**src/sv/rnlp_pkg.sv**
```systemverilog
`timescale 1ns / 1ps
// Package for the radix number literal parser.
// Character codes, base constants, prefix tracking enum and digit type; no dependencies.
package rnlp_pkg;

  localparam int RES_WIDTH = 32;
  localparam int CHAR_WIDTH = 7;
  localparam int BASE_WIDTH = 6;

  localparam logic [CHAR_WIDTH-1:0] CH_PCT    = 7'h25;  // '%'
  localparam logic [CHAR_WIDTH-1:0] CH_HASH   = 7'h23;  // '#'
  localparam logic [CHAR_WIDTH-1:0] CH_DOLLAR = 7'h24;  // '$'
  localparam logic [CHAR_WIDTH-1:0] CH_APOS   = 7'h27;  // apostrophe
  localparam logic [CHAR_WIDTH-1:0] CH_0      = 7'h30;
  localparam logic [CHAR_WIDTH-1:0] CH_9      = 7'h39;
  localparam logic [CHAR_WIDTH-1:0] CH_UA     = 7'h41;
  localparam logic [CHAR_WIDTH-1:0] CH_UZ     = 7'h5A;
  localparam logic [CHAR_WIDTH-1:0] CH_LA     = 7'h61;
  localparam logic [CHAR_WIDTH-1:0] CH_LZ     = 7'h7A;

  localparam logic [BASE_WIDTH-1:0] BASE_BIN   = 6'd2;
  localparam logic [BASE_WIDTH-1:0] BASE_DEC   = 6'd10;
  localparam logic [BASE_WIDTH-1:0] BASE_HEX   = 6'd16;
  localparam logic [BASE_WIDTH-1:0] BASE_RST   = 6'd10;
  localparam logic [BASE_WIDTH-1:0] LETTER_OFS = 6'd10;

  localparam logic [2:0] POS_SAT = 3'd4;
  localparam logic [2:0] POS_MID = 3'd1;
  localparam logic [2:0] POS_END = 3'd2;

  // Which prefixes may still follow.
  typedef enum logic [3:0] {
    PFX_START = 4'b0001,
    PFX_BIN   = 4'b0010,
    PFX_DEC   = 4'b0100,
    PFX_DONE  = 4'b1000
  } pfx_t;

  typedef struct packed {
    logic                  ok;   // digit and below the base
    logic [BASE_WIDTH-1:0] val;
  } digit_t;

endpackage

```
**src/sv/rnlp_digit.sv**
```systemverilog
`timescale 1ns / 1ps
// Digit decoder: maps an ASCII character to its digit value and checks it against a base.
// Depends on rnlp_pkg.
module rnlp_digit (
  input  logic [rnlp_pkg::CHAR_WIDTH-1:0] character,
  input  logic [rnlp_pkg::BASE_WIDTH-1:0] base,
  output rnlp_pkg::digit_t                digit
);
  import rnlp_pkg::*;

  logic                  is_num;
  logic                  is_upper;
  logic                  is_lower;
  logic [CHAR_WIDTH-1:0] diff;
  logic [BASE_WIDTH-1:0] val;

  always_comb begin
    is_num   = (character >= CH_0)  && (character <= CH_9);
    is_upper = (character >= CH_UA) && (character <= CH_UZ);
    is_lower = (character >= CH_LA) && (character <= CH_LZ);
    if (is_upper) begin
      diff = character - CH_UA;
    end else if (is_lower) begin
      diff = character - CH_LA;
    end else begin
      diff = character - CH_0;
    end
    val = diff[BASE_WIDTH-1:0] + (is_num ? '0 : LETTER_OFS);
    digit.val = val;
    digit.ok  = (is_num || is_upper || is_lower) && (val < base);
  end

endmodule

```
**src/sv/radix_number_literal_parser.sv**
```systemverilog
`timescale 1ns / 1ps
// Radix number literal parser, top level.
// Depends on rnlp_pkg and rnlp_digit.
//
// Parses one token, one character per request, and returns one result request per
// token when the character marked last has been taken. Three-character tokens of
// the form 'x' return the code of x. Otherwise optional prefixes '%', '#', '$'
// (each once, in that order, last wins) select base 2, 10 or 16; without a prefix
// the base written through cfg_we/cfg_wdata (reset 10) applies, sampled at the
// first character of each token. Digits 0-9, A-Z, a-z below the base accumulate as
// value*base+digit modulo 2^VALUE_WIDTH; any other character makes the token invalid
// (out_valid_res low, out_value zero). A token of prefixes only gives valid zero.
// The value is sign-extended from VALUE_WIDTH bits and cut to 32 bits.
// Throughput is one character per clock. Each character is held in the input
// register, then a single pass (digit decode, one multiply by the 6-bit base and an
// add) updates the token state and, at the last character, loads the result
// register, which drives the outputs. The input side stalls only when a last
// character meets a full, stalled result register; other characters keep
// flowing. Write the base only while idle.
module radix_number_literal_parser #(
  parameter int VALUE_WIDTH = 32
) (
  input  logic                            clk,
  input  logic                            rst_n,
  input  logic                            cfg_we,
  input  logic [rnlp_pkg::BASE_WIDTH-1:0] cfg_wdata,
  input  logic                            in_valid,
  output logic                            in_stall,
  input  logic [rnlp_pkg::CHAR_WIDTH-1:0] in_character,
  input  logic                            in_last,
  output logic                            out_valid,
  input  logic                            out_stall,
  output logic                            out_valid_res,
  output logic signed [rnlp_pkg::RES_WIDTH-1:0] out_value
);
  import rnlp_pkg::*;

  // configuration
  logic [BASE_WIDTH-1:0]  dflt_base_r;

  // input register
  logic                   s1_valid_r, s1_valid_nxt;
  logic [CHAR_WIDTH-1:0]  s1_char_r;
  logic                   s1_last_r;

  // token state
  logic [VALUE_WIDTH-1:0] acc_r, acc_nxt;
  logic [BASE_WIDTH-1:0]  base_r, base_nxt;
  pfx_t                   stage_r, stage_nxt;
  logic [2:0]             pos_r, pos_nxt;
  logic                   fa_r, fa_nxt;       // first char was an apostrophe
  logic [CHAR_WIDTH-1:0]  mid_r, mid_nxt;
  logic                   bad_r, bad_nxt;

  // result register
  logic                   out_valid_r, out_valid_nxt;
  logic                   res_ok_r;
  logic [RES_WIDTH-1:0]   res_val_r;

  // datapath
  logic                   in_acc;
  logic                   s1_adv;
  logic                   out_free;
  logic [BASE_WIDTH-1:0]  base_cur;
  digit_t                 dig;
  logic [VALUE_WIDTH+BASE_WIDTH-1:0] mac;
  logic                   literal;
  logic signed [VALUE_WIDTH-1:0] acc_s;
  logic [63:0]            acc_ext;
  logic                   res_ok;
  logic [RES_WIDTH-1:0]   res_val;

  // --- handshake ---
  // Non-last characters never produce a result, so they advance regardless of
  // the result side.
  assign out_free = !out_valid_r || !out_stall;
  assign s1_adv   = s1_valid_r && (!s1_last_r || out_free);
  assign in_stall = s1_valid_r && !s1_adv;
  assign in_acc   = in_valid && !in_stall;

  always_comb begin
    s1_valid_nxt = s1_valid_r;
    if (in_acc) begin
      s1_valid_nxt = 1'b1;
    end else if (s1_adv) begin
      s1_valid_nxt = 1'b0;
    end
  end

  always_comb begin
    out_valid_nxt = out_valid_r;
    if (s1_adv && s1_last_r) begin
      out_valid_nxt = 1'b1;
    end else if (out_valid_r && !out_stall) begin
      out_valid_nxt = 1'b0;
    end
  end

  // --- one character step ---
  // Base latched from the register at the token's first character.
  assign base_cur = (pos_r == '0) ? dflt_base_r : base_r;

  rnlp_digit u_digit (
    .character (s1_char_r),
    .base      (base_cur),
    .digit     (dig)
  );

  assign mac = (VALUE_WIDTH + BASE_WIDTH)'(acc_r) * (VALUE_WIDTH + BASE_WIDTH)'(base_cur)
             + (VALUE_WIDTH + BASE_WIDTH)'(dig.val);

  always_comb begin
    fa_nxt  = (pos_r == '0) ? (s1_char_r == CH_APOS) : fa_r;
    mid_nxt = (pos_r == POS_MID) ? s1_char_r : mid_r;
    literal = s1_last_r && (pos_r == POS_END) && fa_r && (s1_char_r == CH_APOS);
    pos_nxt = (pos_r < POS_SAT) ? pos_r + 3'd1 : pos_r;

    acc_nxt   = acc_r;
    base_nxt  = base_cur;
    stage_nxt = stage_r;
    bad_nxt   = bad_r;
    if ((stage_r == PFX_START) && (s1_char_r == CH_PCT)) begin
      base_nxt  = BASE_BIN;
      stage_nxt = PFX_BIN;
    end else if (((stage_r == PFX_START) || (stage_r == PFX_BIN)) &&
                 (s1_char_r == CH_HASH)) begin
      base_nxt  = BASE_DEC;
      stage_nxt = PFX_DEC;
    end else if ((stage_r != PFX_DONE) && (s1_char_r == CH_DOLLAR)) begin
      base_nxt  = BASE_HEX;
      stage_nxt = PFX_DONE;
    end else begin
      stage_nxt = PFX_DONE;
      if (dig.ok) begin
        acc_nxt = mac[VALUE_WIDTH-1:0];
      end else begin
        bad_nxt = 1'b1;
      end
    end
  end

  // Sign-extend from VALUE_WIDTH, then keep the low 32 bits.
  assign acc_s   = acc_nxt;
  assign acc_ext = 64'(acc_s);

  always_comb begin
    if (literal) begin
      res_ok  = 1'b1;
      res_val = RES_WIDTH'(mid_nxt);
    end else if (bad_nxt) begin
      res_ok  = 1'b0;
      res_val = '0;
    end else begin
      res_ok  = 1'b1;
      res_val = acc_ext[RES_WIDTH-1:0];
    end
  end

  // --- registers ---
  always_ff @(posedge clk) begin
    if (!rst_n) begin
      dflt_base_r <= BASE_RST;
      s1_valid_r  <= 1'b0;
      out_valid_r <= 1'b0;
      acc_r       <= '0;
      base_r      <= BASE_RST;
      stage_r     <= PFX_START;
      pos_r       <= '0;
      fa_r        <= 1'b0;
      mid_r       <= '0;
      bad_r       <= 1'b0;
    end else begin
      if (cfg_we) begin
        dflt_base_r <= cfg_wdata;
      end
      s1_valid_r  <= s1_valid_nxt;
      out_valid_r <= out_valid_nxt;
      if (s1_adv) begin
        if (s1_last_r) begin
          // token done: back to a clean start
          acc_r   <= '0;
          base_r  <= dflt_base_r;
          stage_r <= PFX_START;
          pos_r   <= '0;
          fa_r    <= 1'b0;
          mid_r   <= '0;
          bad_r   <= 1'b0;
        end else begin
          acc_r   <= acc_nxt;
          base_r  <= base_nxt;
          stage_r <= stage_nxt;
          pos_r   <= pos_nxt;
          fa_r    <= fa_nxt;
          mid_r   <= mid_nxt;
          bad_r   <= bad_nxt;
        end
      end
    end
  end

  always_ff @(posedge clk) begin
    if (in_acc) begin
      s1_char_r <= in_character;
      s1_last_r <= in_last;
    end
    if (s1_adv && s1_last_r) begin
      res_ok_r  <= res_ok;
      res_val_r <= res_val;
    end
  end

  assign out_valid     = out_valid_r;
  assign out_valid_res = res_ok_r;
  assign out_value     = res_val_r;

  // --- assertions ---
  a_stall_needs_item: assert property (@(posedge clk) disable iff (!rst_n)
    in_stall |-> (s1_valid_r && s1_last_r && out_valid_r))
    else $error("input stalled without a blocked last character");

  a_invalid_is_zero: assert property (@(posedge clk) disable iff (!rst_n)
    (out_valid_r && !res_ok_r) |-> (res_val_r == '0))
    else $error("invalid token with nonzero value");

  a_token_restart: assert property (@(posedge clk) disable iff (!rst_n)
    (s1_adv && s1_last_r) |=> ((pos_r == '0) && (stage_r == PFX_START) && !bad_r))
    else $error("token state not cleared after last character");

  a_pos_sat: assert property (@(posedge clk) disable iff (!rst_n)
    pos_r <= POS_SAT)
    else $error("character position beyond saturation");

  a_result_load: assert property (@(posedge clk) disable iff (!rst_n)
    (s1_adv && s1_last_r) |=> out_valid_r)
    else $error("last character produced no result");

endmodule

```
**config.mk**
```make
export PLATFORM = sky130hd
export DESIGN_NAME = radix_number_literal_parser
export DESIGN_NICKNAME = d
export VERILOG_FILES = /design/src/sv/rnlp_pkg.sv /design/src/sv/rnlp_digit.sv /design/src/sv/radix_number_literal_parser.sv
export SDC_FILE = /design/constraint.sdc
export NUM_CORES = 1
export LEC_CHECK = 0
export ABC_AREA = 1
export ABC_CLOCK_PERIOD_IN_PS = 5100
export BUFFER_PORTS_ARGS = -buffer_cell sky130_fd_sc_hd__buf_2
export CORE_MARGIN = 8
export CORE_UTILIZATION = 50
export DETAILED_ROUTE_END_ITERATION = 6
export GPL_TIMING_DRIVEN = 0
export HOLD_SLACK_MARGIN = 0.02
export PLACE_DENSITY = 0.71
export SLEW_MARGIN = 25
export SYNTH_ARGS = -nofsm -noshare
export SYNTH_HDL_FRONTEND = slang
export SYNTH_SLANG_ARGS = --single-unit
```
**constraint.sdc**
```tcl
create_clock -name clk -period 5.1 [get_ports clk]
set_input_delay 0.765 -clock clk [delete_from_list [all_inputs] [get_ports clk]]
set_output_delay 0.765 -clock clk [all_outputs]
set_load 0.01 [all_outputs]
```
==> metrics <==
status=finished, violations left; violated checks=setup timing; Top-Level Pins=54; post-route ant nets=0; commonest non-fill, non-tap cell in the layout=nand2_1; Core Rows=54; main combinational cell family by area after synthesis=adder cells; total routed wirelength=about 33 mm; syn avg cell area=between 7 and 8 um^2; initial antenna violation count=0; register area share after synthesis=0.228; peak supply drop=between 0.15 and 0.2 mV; Yosys reg bits=103; xor/xnor cell area share of the yosys netlist=0.0235; Max Cap Viol=0; cts bufs inserted=9; PnR Total Power=about 2.6 mW; Yosys cell types=49; vias in the first global route=around 10k; Sink Count=103; synthesized cell area=between 10000 and 15000 um^2; max incr delay on CP=0.53 ns; Crit Path Class=flop to flop; clk_lat worst skew=between 0.3 and 0.4 ns; number of port buffers=53; DP Worst Slack=-1.48 ns; simple logic cell fraction of the synthesized area=0.228; leakage=about 6 nW; Min Hold Slack=roughly 0.49 ns; Main synth FF type=dfxtp_1; Worst path slowest cell=fa_1; Area Growth Syn to Fin=26.5%; Hold WC Path Type=flop to flop; Synth Area in Adders=0.305; routability cong.=slightly below 1; core footprint=around 22000 um^2; ant diodes=0; crit path capture type=flop; routed vias/inst=between 5 and 6; max frequency=roughly 0.19 GHz; CTS max path bufs=2; Max FO, Critical Path=7; Die H=around 160 um; top cells by area, synth=fa_1 (21%), dfxtp_1 (11%), edfxtp_1 (11%), nand2_1 (11%), ha_1 (9.8%); Initial DRC Count=~730; clk_skew=between 0.015 and 0.02 ns; CP startpoint kind=flop; Pre-antenna DRT Iters=6; PwrDens=roughly 190 nW/um^2; CTS tree=built; Synth warnings=0; slew margin rel.=0.473; Filler Cells Inserted=~1.8k; Die W=roughly 160 um; Worst-Margin Slew=slightly below 0.8 ns; Initial Utilization=0.502; Tmin final=roughly 5.2 ns; final hold vios=0; gr usage total=0.249; Worst Path Buf+Inv=5; largest area contributor in the netlist=fa_1; clk root buf=clkbuf_16; mux share of post-synthesis cell area=0; period utilization=1.01; H-tree depth=3; final worst slack=-0.0738 ns; Cells after Synth=between 1k and 1.5k; nets=around 1.7k; Crit path max-delay family=adder cells; setup violators final=18; Synth Area in Compound Gates=0.116; top cell type's share of synthesized area=0.207; most frequent cells in the layout=nand2_1 (275), inv_1 (188), nor2_1 (162); FFs w/ async S/R, synth=0; RSZ-0062 raised after global routing=yes; clk slew on worst S/H paths=0.08 ns; pin count of the biggest net entering global routing=28; routed len/inst=roughly 18 um; CP required=5.23 ns; DRC Markers=0; DP HPWL=approximately 24 mm; Net Count, Synth=between 1.5k and 2k; gr ovfl total=0; Final Slew Violations=0; CP arrival=5.31 ns; Post-synth EDFFs=just over 40; first-pass GRT wire length=between 50 and 60 mm; die area=~27000 um^2; share of layout cells above drive strength 1=0.264; Vias=roughly 10k
-- registers in the layout, summed over array words and instances, names as in the netlist, 3 cells and up --
name         flops
mid_r            7
s1_char_r        7
stage_r          4
acc_r           32
out_value       32
pos_r            3
dflt_base_r      6
base_r           6
-- worst register-to-register path, delay by kind of cell (launching register included) --
kind	cells	cell delay, ns
DFF	1	0.33
xor gates and xnor gates	1	0.14
adders and majority gates	6	2.26
AOI/OAI and AO/OA	5	0.88
buffers and inverters	5	0.48
and+or+nand+nor	8	0.85
-- layout make-up --
cell class	instances	area [um^2]	share of cell area
inverter	220	847	0.0619
sequential	103	2480	0.181
tap	280	350	0.0256
buffer	45	380	0.0278
clock inverter	6	73.8	0.00539
clock buffer	10	250	0.0183
multi-input combinational	1042	8550	0.625
timing repair buffer	110	757	0.0553
-- routing by layer --
| metal | global-route usage | up-vias | share of wire |
|---|---|---|---|
| met4 | 0.122 | 0 | 0.045 |
| met3 | 0.0466 | 105 | 0.067 |
| met2 | 0.423 | 409 | 0.48 |
| met5 | 0 | - | 0 |
| li1 | - | 4722 | - |
| met1 | 0.299 | 4834 | 0.41 |
-- cells by family after synthesis --
group	count (synthesis)
flip-flops	103
AND/OR/NAND/NOR	599
AO/OA/AOI/OAI	217
adder cells (fa/ha/maj)	197
buffers and inverters	265
XOR/XNOR	29
-- power by group --
part / switching, mW / total, mW / internal, mW
clock: 0.385 / 0.763 / 0.379
combinational: 0.627 / 0.965 / 0.338
sequential: 0.0190 / 0.906 / 0.887
total: 1.03 / 2.63 / 1.60
-- stage by stage --
step                 util  cell area (um^2)  setup TNS, ns  cells
finish              0.635             13700         -0.700   1816
global route        0.635             13700          -6.22   1816
CTS                 0.607             13100       -0.00191   1801
detailed placement  0.532             11500         -54.22   1744
global placement    0.531             11400         -52.27   1743
floorplan               -             10800              0   1410
-- path summary, 6_finish.rpt --
check	slack, ns	end	startpoint	depth (start not counted)
worst max-delay path	-0.07	out_value[26]	pos_r[0]	25
worst max register to register	-0.07	out_value[26]	pos_r[0]	25
worst min-delay path	0.49	acc_r[3]	acc_r[3]	2
worst min register to register	0.49	acc_r[3]	acc_r[3]	2
-- timing repair --
action	4_1_cts	5_1_grt
endpoints found under the setup margin	57	43
pin swaps	71	85
resized for setup	197	121
hold buffers	0	0
gates cloned	2	0
buffers inserted	39	15
-- cells in the mapped netlist, types with 7 or more instances --
cell type and instances:
xnor2_1 14, nor2_1 185, inv_2 13, ha_1 85, o21ai_2 13, o211ai_1 7
buf_6 8, nand2_1 319, inv_1 202, nand4_1 14, a21oi_2 7, nand3_1 42
clkbuf_1 28, edfxtp_1 41, a21oi_1 89, dfxtp_1 62, o21ai_0 50, xor2_1 15
o21ai_1 18, fa_1 112, o22ai_1 14
(Power assumes the default switching activity.)
